<file path="config.mk">
export PLATFORM = sky130hd
export DESIGN_NAME = percent_decoder
export DESIGN_NICKNAME = d
export VERILOG_FILES = /design/src/pd_pkg.sv /design/src/percent_decoder.sv /design/src/pd_front.sv /design/src/pd_queue.sv /design/src/pd_back.sv
export SDC_FILE = /design/constraint.sdc
export NUM_CORES = 1
export LEC_CHECK = 0
export BUFFER_PORTS_ARGS = -buffer_cell sky130_fd_sc_hd__buf_2
export CAP_MARGIN = 25
export CORE_MARGIN = 2
export CORE_UTILIZATION = 50
export CTS_BUF_LIST = sky130_fd_sc_hd__clkbuf_16
export DETAILED_ROUTE_END_ITERATION = 8
export PLACE_DENSITY_LB_ADDON = 0.05
export SYNTH_ARGS = -nofsm -noshare
export SYNTH_HDL_FRONTEND = slang
export SYNTH_SLANG_ARGS = --single-unit
</file>
<file path="constraint.sdc">
create_clock -name clk -period 11.52 [get_ports clk]
set_clock_uncertainty 0.2 [all_clocks]
set_input_delay 0.576 -clock clk [delete_from_list [all_inputs] [get_ports clk]]
set_output_delay 0.576 -clock clk [all_outputs]
set_load 0.005 [all_outputs]
</file>
<file path="src/pd_pkg.sv">
// Shared types, constants and helper functions for the percent decoder.
// Used by pd_front, pd_queue, pd_back and percent_decoder.
`timescale 1ns / 1ps
`default_nettype none

package pd_pkg;

    localparam logic [7:0] PCT_CHAR       = 8'h25;
    localparam int         PD_QUEUE_DEPTH = 4;

    // One classified input item: up to three output bytes, emitted in slot order.
    typedef struct packed {
        logic [1:0] count;
        logic [7:0] b0;
        logic [7:0] b1;
        logic [7:0] b2;
        logic       last;
    } pd_rec_t;

    function automatic logic hex_valid(input logic [7:0] c);
        hex_valid = (c >= 8'h30 && c <= 8'h39) ||
                    (c >= 8'h41 && c <= 8'h46) ||
                    (c >= 8'h61 && c <= 8'h66);
    endfunction

    function automatic logic [3:0] hex_nibble(input logic [7:0] c);
        logic [3:0] v;
        v = 4'd0;
        if (c >= 8'h30 && c <= 8'h39)
        begin
            v = c[3:0];
        end
        else if ((c >= 8'h41 && c <= 8'h46) || (c >= 8'h61 && c <= 8'h66))
        begin
            v = c[3:0] + 4'd9;
        end
        return v;
    endfunction

endpackage

`default_nettype wire

</file>
<file path="src/percent_decoder.sv">
// Streaming URL percent decoder, one string byte per transfer.
// Both channels behave as queues. Input: drive in_byte and in_last with
// push high; the byte transfers at a clock edge where full is low. Output:
// while empty is low, out_byte and out_last show the oldest decoded byte;
// it transfers at an edge where pop is high.
// A '%' with two hex digits yields one byte; broken escapes are flushed raw
// with the '%' and the held digit, and out_last marks the final output byte
// of a string. Bytes that open an escape produce nothing until resolved.
// A byte that produces output goes as a record into the queue, then into
// the back end's output register. Throughput: one input byte per cycle
// while full is low; the output side gives one byte per cycle while pop is
// high, so inputs that expand to two or three bytes drain through the
// record queue between front and back end (QUEUE_DEPTH records).
// When the receiver stalls, the queue fills and full rises; nothing is lost.
// Reset clears the escape state, the queue and the output stage.
// Depends on pd_pkg, pd_front, pd_queue and pd_back.
`timescale 1ns / 1ps
`default_nettype none

module percent_decoder
    import pd_pkg::*;
#(
    parameter int QUEUE_DEPTH = PD_QUEUE_DEPTH
)
(
    input  wire logic       clk,
    input  wire logic       rst_n,
    input  wire logic       push,
    output logic            full,
    input  wire logic [7:0] in_byte,
    input  wire logic       in_last,
    output logic            empty,
    input  wire logic       pop,
    output logic [7:0]      out_byte,
    output logic            out_last
);

    pd_rec_t front_rec;
    pd_rec_t q_data;
    logic    front_valid;
    logic    accept;
    logic    q_full;
    logic    q_nonempty;
    logic    q_pop;

    assign full   = q_full;
    assign accept = push && !q_full;

    pd_front u_front (
        .clk       (clk),
        .rst_n     (rst_n),
        .accept    (accept),
        .in_byte   (in_byte),
        .in_last   (in_last),
        .rec       (front_rec),
        .rec_valid (front_valid)
    );

    pd_queue #(
        .DEPTH (QUEUE_DEPTH)
    ) u_queue (
        .clk      (clk),
        .rst_n    (rst_n),
        .wr_en    (front_valid),
        .wr_data  (front_rec),
        .rd_en    (q_pop),
        .rd_data  (q_data),
        .full     (q_full),
        .nonempty (q_nonempty)
    );

    pd_back u_back (
        .clk        (clk),
        .rst_n      (rst_n),
        .q_data     (q_data),
        .q_nonempty (q_nonempty),
        .q_pop      (q_pop),
        .empty      (empty),
        .pop        (pop),
        .out_byte   (out_byte),
        .out_last   (out_last)
    );

endmodule

`default_nettype wire

</file>
<file path="src/pd_front.sv">
// Front end of the percent decoder: tracks the escape state and turns each
// accepted input byte into at most one record of output bytes. Depends on pd_pkg.
`timescale 1ns / 1ps
`default_nettype none

module pd_front
    import pd_pkg::*;
(
    input  wire logic       clk,
    input  wire logic       rst_n,
    input  wire logic       accept,
    input  wire logic [7:0] in_byte,
    input  wire logic       in_last,
    output pd_rec_t         rec,
    output logic            rec_valid
);

    typedef enum logic [1:0] {
        PH_IDLE  = 2'd0,
        PH_PCT   = 2'd1,
        PH_DIGIT = 2'd2
    } phase_t;

    phase_t     phase_reg, phase_next;
    logic [7:0] held_reg, held_next;
    logic       hv;
    logic       is_pct;

    always_comb
    begin
        hv         = hex_valid(in_byte);
        is_pct     = (in_byte == PCT_CHAR) && !in_last;
        phase_next = PH_IDLE;
        held_next  = held_reg;
        rec.count  = 2'd0;
        rec.b0     = PCT_CHAR;
        rec.b1     = in_byte;
        rec.b2     = in_byte;
        rec.last   = in_last;
        unique case (phase_reg)
            PH_PCT:
            begin
                if (hv && !in_last)
                begin
                    held_next  = in_byte;
                    phase_next = PH_DIGIT;
                end
                else if (!hv && is_pct)
                begin
                    rec.count  = 2'd1;
                    phase_next = PH_PCT;
                end
                else
                begin
                    rec.count = 2'd2;
                end
            end
            PH_DIGIT:
            begin
                if (hv)
                begin
                    rec.count = 2'd1;
                    rec.b0    = {hex_nibble(held_reg), hex_nibble(in_byte)};
                end
                else
                begin
                    rec.b1 = held_reg;
                    if (is_pct)
                    begin
                        rec.count  = 2'd2;
                        phase_next = PH_PCT;
                    end
                    else
                    begin
                        rec.count = 2'd3;
                    end
                end
            end
            default:
            begin
                if (is_pct)
                begin
                    phase_next = PH_PCT;
                end
                else
                begin
                    rec.count = 2'd1;
                    rec.b0    = in_byte;
                end
            end
        endcase
        rec_valid = accept && (rec.count != 2'd0);
    end

    always_ff @(posedge clk or negedge rst_n)
    begin
        if (!rst_n)
        begin
            phase_reg <= PH_IDLE;
            held_reg  <= 8'd0;
        end
        else if (accept)
        begin
            phase_reg <= phase_next;
            held_reg  <= held_next;
        end
    end

endmodule

`default_nettype wire

</file>
<file path="src/pd_queue.sv">
// Small register queue of classified records between front and back end.
// Depends on pd_pkg.
`timescale 1ns / 1ps
`default_nettype none

module pd_queue
    import pd_pkg::*;
#(
    parameter int DEPTH = PD_QUEUE_DEPTH
)
(
    input  wire logic    clk,
    input  wire logic    rst_n,
    input  wire logic    wr_en,
    input  wire pd_rec_t wr_data,
    input  wire logic    rd_en,
    output pd_rec_t      rd_data,
    output logic         full,
    output logic         nonempty
);

    localparam int PTR_W = (DEPTH > 1) ? $clog2(DEPTH) : 1;
    localparam int CNT_W = $clog2(DEPTH + 1);
    localparam logic [PTR_W-1:0] LAST_PTR = PTR_W'(DEPTH - 1);
    localparam logic [CNT_W-1:0] FULL_CNT = CNT_W'(DEPTH);

    pd_rec_t          mem_reg [DEPTH];
    logic [PTR_W-1:0] wr_ptr_reg, wr_ptr_next;
    logic [PTR_W-1:0] rd_ptr_reg, rd_ptr_next;
    logic [CNT_W-1:0] cnt_reg, cnt_next;

    assign full     = (cnt_reg == FULL_CNT);
    assign nonempty = (cnt_reg != '0);
    assign rd_data  = mem_reg[rd_ptr_reg];

    always_comb
    begin
        wr_ptr_next = wr_ptr_reg;
        rd_ptr_next = rd_ptr_reg;
        cnt_next    = cnt_reg;
        if (wr_en)
        begin
            wr_ptr_next = (wr_ptr_reg == LAST_PTR) ? '0 : wr_ptr_reg + 1'b1;
        end
        if (rd_en)
        begin
            rd_ptr_next = (rd_ptr_reg == LAST_PTR) ? '0 : rd_ptr_reg + 1'b1;
        end
        if (wr_en && !rd_en)
        begin
            cnt_next = cnt_reg + 1'b1;
        end
        else if (rd_en && !wr_en)
        begin
            cnt_next = cnt_reg - 1'b1;
        end
    end

    always_ff @(posedge clk or negedge rst_n)
    begin
        if (!rst_n)
        begin
            wr_ptr_reg <= '0;
            rd_ptr_reg <= '0;
            cnt_reg    <= '0;
        end
        else
        begin
            wr_ptr_reg <= wr_ptr_next;
            rd_ptr_reg <= rd_ptr_next;
            cnt_reg    <= cnt_next;
        end
    end

    always_ff @(posedge clk)
    begin
        if (wr_en)
        begin
            mem_reg[wr_ptr_reg] <= wr_data;
        end
    end

endmodule

`default_nettype wire

</file>
<file path="src/pd_back.sv">
// Back end of the percent decoder: holds one record and hands out its bytes
// one transfer at a time. Depends on pd_pkg.
`timescale 1ns / 1ps
`default_nettype none

module pd_back
    import pd_pkg::*;
(
    input  wire logic       clk,
    input  wire logic       rst_n,
    input  wire pd_rec_t    q_data,
    input  wire logic       q_nonempty,
    output logic            q_pop,
    output logic            empty,
    input  wire logic       pop,
    output logic [7:0]      out_byte,
    output logic            out_last
);

    pd_rec_t    rec_reg, rec_next;
    logic       valid_reg, valid_next;
    logic [1:0] pos_reg, pos_next;
    logic       at_end;
    logic       take;

    always_comb
    begin
        at_end = (pos_reg == rec_reg.count - 2'd1);
        take   = valid_reg && pop;
        q_pop  = q_nonempty && (!valid_reg || (take && at_end));

        rec_next   = rec_reg;
        valid_next = valid_reg;
        pos_next   = pos_reg;
        if (q_pop)
        begin
            rec_next   = q_data;
            valid_next = 1'b1;
            pos_next   = 2'd0;
        end
        else if (take)
        begin
            if (at_end)
            begin
                valid_next = 1'b0;
            end
            else
            begin
                pos_next = pos_reg + 2'd1;
            end
        end

        unique case (pos_reg)
            2'd0:    out_byte = rec_reg.b0;
            2'd1:    out_byte = rec_reg.b1;
            default: out_byte = rec_reg.b2;
        endcase
        out_last = rec_reg.last && at_end;
        empty    = !valid_reg;
    end

    always_ff @(posedge clk or negedge rst_n)
    begin
        if (!rst_n)
        begin
            valid_reg <= 1'b0;
            pos_reg   <= 2'd0;
        end
        else
        begin
            valid_reg <= valid_next;
            pos_reg   <= pos_next;
        end
    end

    always_ff @(posedge clk)
    begin
        rec_reg <= rec_next;
    end

endmodule

`default_nettype wire

</file>
==> impl_results.md, run 1 <==
* Setup violators final at 0
* Power Density at 240.4 nW/um^2
* Critical path fanouts, max at 16
* Setup TNS at 0 ps
* Cells after Synth at 378
* CP bufs+invs at 2
* Pin count of the biggest net entering global routing at 33
* Post-Route WL at 11.89 mm
* Gr ovfl total at 0
* Post-DP HPWL at 7.761 mm
* Port buffer count at 23
* Finished Layout Cells at 602
* Max_cap viols at 0
* Slew Limit Headroom at between 30% and 40%
* Synth warnings at 0
* Max rail drop VDD at 0.1071 mV
* I/O pin cnt at 24
* Root Driver: clkbuf_16
* Routed Antenna Nets at 0
* Footprint of the multi-input gates at 1896 sq um
* Actual slew at the worst max-slew pin at 1009 ps
* CTS tree: yes
* Drt first pass iters at 7
* Fill cells at 986
* Global Route Usage Sum at about 19%
* Layout Nets at 449
* Most frequent cells in the layout: 135 x edfxtp_1, 34 x nand2_1, 27 x mux4_2
* Core Rows at 41
* Placed instance count at 568
* Wirelength per Cell at 19.75 um
* Clk_lat worst skew at 420 ps
* Crit-path leading delay family: adder cells
* Crit path largest cell delay at 610 ps
* Syn Nets at between 400 and 500
* Synth Area per Inst at around 17 sq um
* FFs w/ async S/R, synth at 12.90%
* Max Fclk at 308.2 MHz
* Number of H-tree levels at 4
* Period utilization at 28.17%
* Die Y at between 100 and 150 um
* Register area share after synthesis at 69.57%
* Sink Count at 155
* CP max stage cell: ha_1
* Commonest non-fill, non-tap cell in the layout: edfxtp_1
* Starting density of the core at between 50% and 60%
* GPL Wtd Cong at 0.8417
* Distinct cells, synth at 50
* First-pass GRT wire length at 19.05 mm
* CTS buffer count at 17
* Clock-pin slew on the worst setup and hold paths at 60 ps
* Core area at 12,720 sq um
* CTS Buffer Depth at 2
* Die W at roughly 120 um
* Full die area at 14,020 sq um
* Crit start category: flip-flop
* Outcome: finished clean
* Hold WC Path Type: in2reg
* Netlist Area Pre-Place at 6546 sq um
* Top_reg_cell synth: edfxtp_1
* Vias post-DR at 3,351
* Number of global-route vias before repair at roughly 3,300
* Slew Viols, Final at 0
* FF/Latch Area at roughly 4600 sq um
* RSZ-0062 raised after global routing: false
* N_diodes at 0
* Crit path arrival time at approximately 3400 ps
* Max FFs per register at 108
* Worst setup path category: reg2reg
* Yosys reg bits at 155
* Req. time, crit path at 11,620 ps
* Post-synth EDFFs at 135
* First-iteration detailed-routing DRC count at 237
* Post-CTS Resized at 0
* Drt drc at 0
* Crit path cell chain: inv_1, ha_1, nand2b_1, nor3b_1, mux2_2, a221o_2, ha_1, inv_1, fa_1, mux2_2
* Fraction of layout cells with a size suffix above 1 at between 20% and 30%
* Leakage Power at 2.689 nW
* Tmin final at 3245 ps
* Synth-to-Final Area Change at 14.58%
* Vias/cell at 5.566
* Final Hold Vio Count at 0
* Worst Setup End Kind: flip-flop
* Initial antenna violation count at 0
-- what timing repair did --
| action | in CTS | in global routing |
|---|---|---|
| endpoints found under the hold margin | 20 | 0 |
| setup buffers | 0 | 0 |
| hold buffers | 1 | 0 |
-- through the flow --
stage	utilization, %	power [W]	hold WS, ps	setup slack [ps]	area, sq um
final	58.96	0.001803	267.3	8275	7501
after global routing	58.96	0.001900	271.0	8105	7501
after CTS	58.80	0.001823	250.5	8130	7481
after detailed placement	54.26	0.001287	280.7	7882	6903
after global placement	54.10	0.001268	274.6	7987	6883
after floorplan	-	0.001129	80.41	7592	6546
-- final cells by class --
class / instances / area share [%]
tap: 172 / 2.869
clock buffer: 17 / 5.671
sequential: 155 / 60.73
multi-input combinational: 195 / 25.27
timing repair buffer: 31 / 2.702
clock inverter: 15 / 1.902
inverter: 17 / 0.8507
-- cells by family (layout without fill, tap and decap cells) --
group                      count (synthesis)  in the layout  synth area share [%]
DFF                                      155            155                 69.57
and+or+nand+nor                           75             75                 5.983
muxes                                     48             48                 12.90
AOI/OAI and AO/OA                         45             45                 5.084
buffers and inverters                     28             80                 1.644
adders and majority gates                 19             19                 3.746
xor gates and xnor gates                   8              8                 1.070
-- layer usage --
| layer | routed length [um] | GRT usage (%) | vias up |
|---|---|---|---|
| met4 | 149 | 6.027 | 0 |
| met3 | 435 | 5.502 | 15 |
| met5 | 0 | 0 | - |
| li1 | - | - | 1556 |
| met1 | 5900 | 27.41 | 1705 |
| met2 | 5403 | 26.63 | 75 |
-- worst paths after layout --
| check | startpoint | endpoint | slack (ps) | cells past startpoint |
|---|---|---|---|---|
| worst max-delay path | u_front.phase_reg[0] | u_queue.cnt_reg[1] | 8270 | 10 |
| worst min-delay path | in_byte[1] | u_queue.mem_reg[2][2] | 270 | 1 |
| worst max register to register | u_front.phase_reg[0] | u_queue.cnt_reg[1] | 8270 | 10 |
| worst min register to register | u_queue.cnt_reg[2] | u_queue.cnt_reg[2] | 290 | 1 |
| max in group asynchronous | rst_n | u_queue.rd_ptr_reg[0] | 10310 | 2 |
| min in group asynchronous | rst_n | u_queue.wr_ptr_reg[0] | 450 | 2 |
-- report_power, final --
group,internal [W],switching [W]
sequential,0.000771,0.0000459
combinational,0.000210,0.000241
clock,0.000332,0.000203
-- synthesized netlist by cell type, types with 3 or more instances --
master      n  area, sq um
a21oi_1     5        25.02
a22o_1      4        35.03
a22oi_1     8        60.06
and2_1      6        37.54
buf_1       3        11.26
clkbuf_1    6        22.52
dfrtp_1    20        500.5
edfxtp_1  135         4054
ha_1       18        225.2
inv_1      17        63.81
mux2_2     13        146.4
mux2i_1     6        60.06
mux4_2     27        608.1
nand2_1    34        127.6
nand2b_1    5        31.28
nor2_1     11        41.29
nor3_1      4        20.02
nor3b_1     3        22.52
o21ai_0     7        35.03
xnor2_1     5        43.79
xor2_1      3        26.28
Power figures use the tool's default switching activity.
==> run 2: changes to the inputs <==
Clock period 11.52 ns to 2.9 ns, I/O delays scaled along.
==> run 2 against run 1 <==
  * Global-route usage increased by 1.2 points
  * Setup slack lost 8200 ps
  * Via count grew 5.7%
  * Die area unchanged
  * Sequential cell count did not move
  * Clock power rose to 4.4 times the previous value
  * Total power grew to 4.2 times the previous value
==> impl_results.md, run 2 (synthesized netlist as in run 1, its figures left out) <==
* Wirelength per Cell at 19.97 um (+1.1%)
* Port buffer count at 23 (unchanged)
* Placed instance count at 594 (+4.6%)
* Placed cell areas at 7151 sq um (+3.6%)
* Vias/cell at 5.524 (-0.76%)
* Gr ovfl total at 0 (unchanged)
* Core Rows at 41 (unchanged)
* CTS tree: yes
* Routed Antenna Nets at 0 (unchanged)
* Actual slew at the worst max-slew pin at 559.4 ps (-449.7 ps)
* Setup TNS at 0 ps (unchanged)
* Critical path fanouts, max at 8 (-8)
* Cell Int Power at 0.005504 W (+320%)
* Period utilization at 96.55%
* Reg-to-reg slack, setup at 130 ps (-8140 ps)
* Hold slack at 50.27 ps (-217.0 ps)
* Final Hold Vio Count at 0 (unchanged)
* Post-DP HPWL at 8.112 mm (+4.5%)
* Slew Limit Headroom at 62.71% (+30 points)
* Hold WC Path Type: in2async
* Sequential Power Share at 43.3% (-2.0 points)
* Worst setup path category: in2reg
* Footprint of the multi-input gates at 1921 sq um (+1.3%)
* Max_cap viols at 0 (unchanged)
* Most frequent cells in the layout: 135 x edfxtp_1, 34 x nand2_1, 27 x mux4_2, 27 x buf_4, 22 x buf_2
* Number of global-route vias before repair at 3,645 (+9.8%)
* Tmin final at 2800 ps
* Clk network pwr share at 31.1% (+1.4 points)
* Design Power at 0.007514 W (+320%)
* Starting density of the core at 51.46% (unchanged)
* CTS buffer count at 17 (unchanged)
* First-pass GRT wire length at 20.38 mm (+7.0%)
* Core area at 12,720 sq um (unchanged)
* Worst Setup End Kind: flip-flop
* Finished Layout Cells at 641 (+6.5%)
* Initial antenna violation count at 0 (unchanged)
* Crit start category: input pin
* Final instance area at 7958 sq um (+6.1%)
* Sink Count at 155 (unchanged)
* Drt first pass iters at 6 (-1)
* Max Fclk at approximately 360 MHz
* Synth-to-Final Area Change at 21.56%
* Net Sw Frac at 26.74% (-0.42 points)
* N_diodes at 0 (unchanged)
* Outcome: finished clean
* Clock-pin slew on the worst setup and hold paths at 60 ps (about the same)
* Drt drc at 0 (unchanged)
* Psw at 0.002009 W (+310%)
* Slew Viols, Final at 0 (unchanged)
* Root Driver: clkbuf_16
* Leakage Power at 2.900 nW (+7.9%)
* Full die area at 14,020 sq um (unchanged)
* Fraction of layout cells with a size suffix above 1 at 30.28% (+5.6 points)
* Setup violators final at 0 (unchanged)
* Fill cells at 958 (-2.8%)
* Post-Route WL at 12.80 mm (+7.7%)
* GPL Wtd Cong at 0.8728 (+3.7%)
* Number of H-tree levels at 4 (unchanged)
* Max FFs per register at 108 (unchanged)
* Crit path arrival time at 2900 ps (-450 ps)
* FF/Latch Area at 4556 sq um (unchanged)
* I/O pin cnt at 24 (unchanged)
* Die Y at 118.4 um (unchanged)
* Combinational Power Share at 25.7% (+0.7 points)
* Clk_lat worst skew at 420 ps (about the same)
* Vias post-DR at 3,541 (+5.7%)
* Req. time, crit path at 3010 ps (-8610 ps)
* First-iteration detailed-routing DRC count at 395 (+67%)
* Reg-to-Reg Start: u_front.phase_reg[0]
* Layout Nets at 488 (+8.7%)
* RR Endpoint: u_queue.cnt_reg[1]
* Worst r2r path cells at 10 (unchanged)
* Die W at 118.4 um (unchanged)
* Commonest non-fill, non-tap cell in the layout: edfxtp_1
* Power Density at 944.2 nW/um^2 (+290%)
* Pin count of the biggest net entering global routing at 32 (-3.0%)
* Global Route Usage Sum at 19.77% (+1.2 points)
* CTS Buffer Depth at 2 (unchanged)
* Max rail drop VDD at 0.5182 mV (+380%)
-- run 2: changes by cell type in the layout (fill, tap and decap cells not counted), moves of 2 or more --
cell           before  now
buf_4               5   27
clkinv_1            4    2
buf_12              2    5
dlygate4sd3_1       1   14
inv_1              21   17
bufinv_16           3    5
-- run 2: area by class of cell --
cell class,instances,share of cell area (%)
clock buffers,17,5.346
clock inverters,15,2.579
inverters,17,0.8019
multi-input cells,195,24.14
flip-flops and latches,155,57.25
well taps,172,2.704
repair buffers,70,7.186
-- run 2: power by group through the flow --
| stage | combinational [W] | clock, W | sequential, W |
|---|---|---|---|
| after CTS | 0.00197 | 0.00238 | 0.00326 |
| after global placement | 0.00192 | 0 | 0.00328 |
| after floorplan | 0.00127 | 0 | 0.00322 |
| after global routing | 0.00212 | 0.00248 | 0.00330 |
| final | 0.00193 | 0.00233 | 0.00325 |
| after detailed placement | 0.00194 | 0 | 0.00330 |
-- run 2: worst max path at each step --
stage	from	to	depth (start not counted)
final	in_byte[3]	u_queue.cnt_reg[1]	10
after global routing	in_byte[2]	u_queue.cnt_reg[2]	12
after CTS	in_byte[3]	u_queue.cnt_reg[1]	10
after detailed placement	in_byte[0]	u_queue.cnt_reg[1]	11
after global placement	in_byte[0]	u_queue.cnt_reg[1]	11
after floorplan	u_back.pos_reg[1]	u_queue.cnt_reg[1]	9
-- run 2: layer usage --
layer  GRT usage [%]  wire [um]  up-vias  share of wire (%)
li1                -          -     1635                  -
met5               0          0        -                  0
met4           6.473        146        0                1.1
met2           30.56       6123       75                 48
met1           27.92       5994     1819                 47
met3           4.730        535       12                4.2
-- run 2: metrics by stage --
stage                     worst slack (ps)  utilization (%)
after floorplan                     -20.79                -
after global placement               104.9            56.21
after detailed placement             30.74            56.21
after CTS                            25.43            62.26
after global routing                -4.184            62.55
final                                100.2            62.55
-- run 2: critical path, stage by stage --
cell           delay [ps]
dlygate4sd3_1         530
buf_2                 190
nor2_2                200
nand4b_1              170
o31a_1                330
a221o_2               430
ha_4                  180
inv_1                  60
fa_1                  400
mux2_2                270
-- run 2: timing repair --
item	4_1_cts	5_1_grt
gates resized for setup	0	7
setup endpoints to repair	0	2
hold buffers	14	1
buffers inserted	0	1
endpoints found under the hold margin	66	1
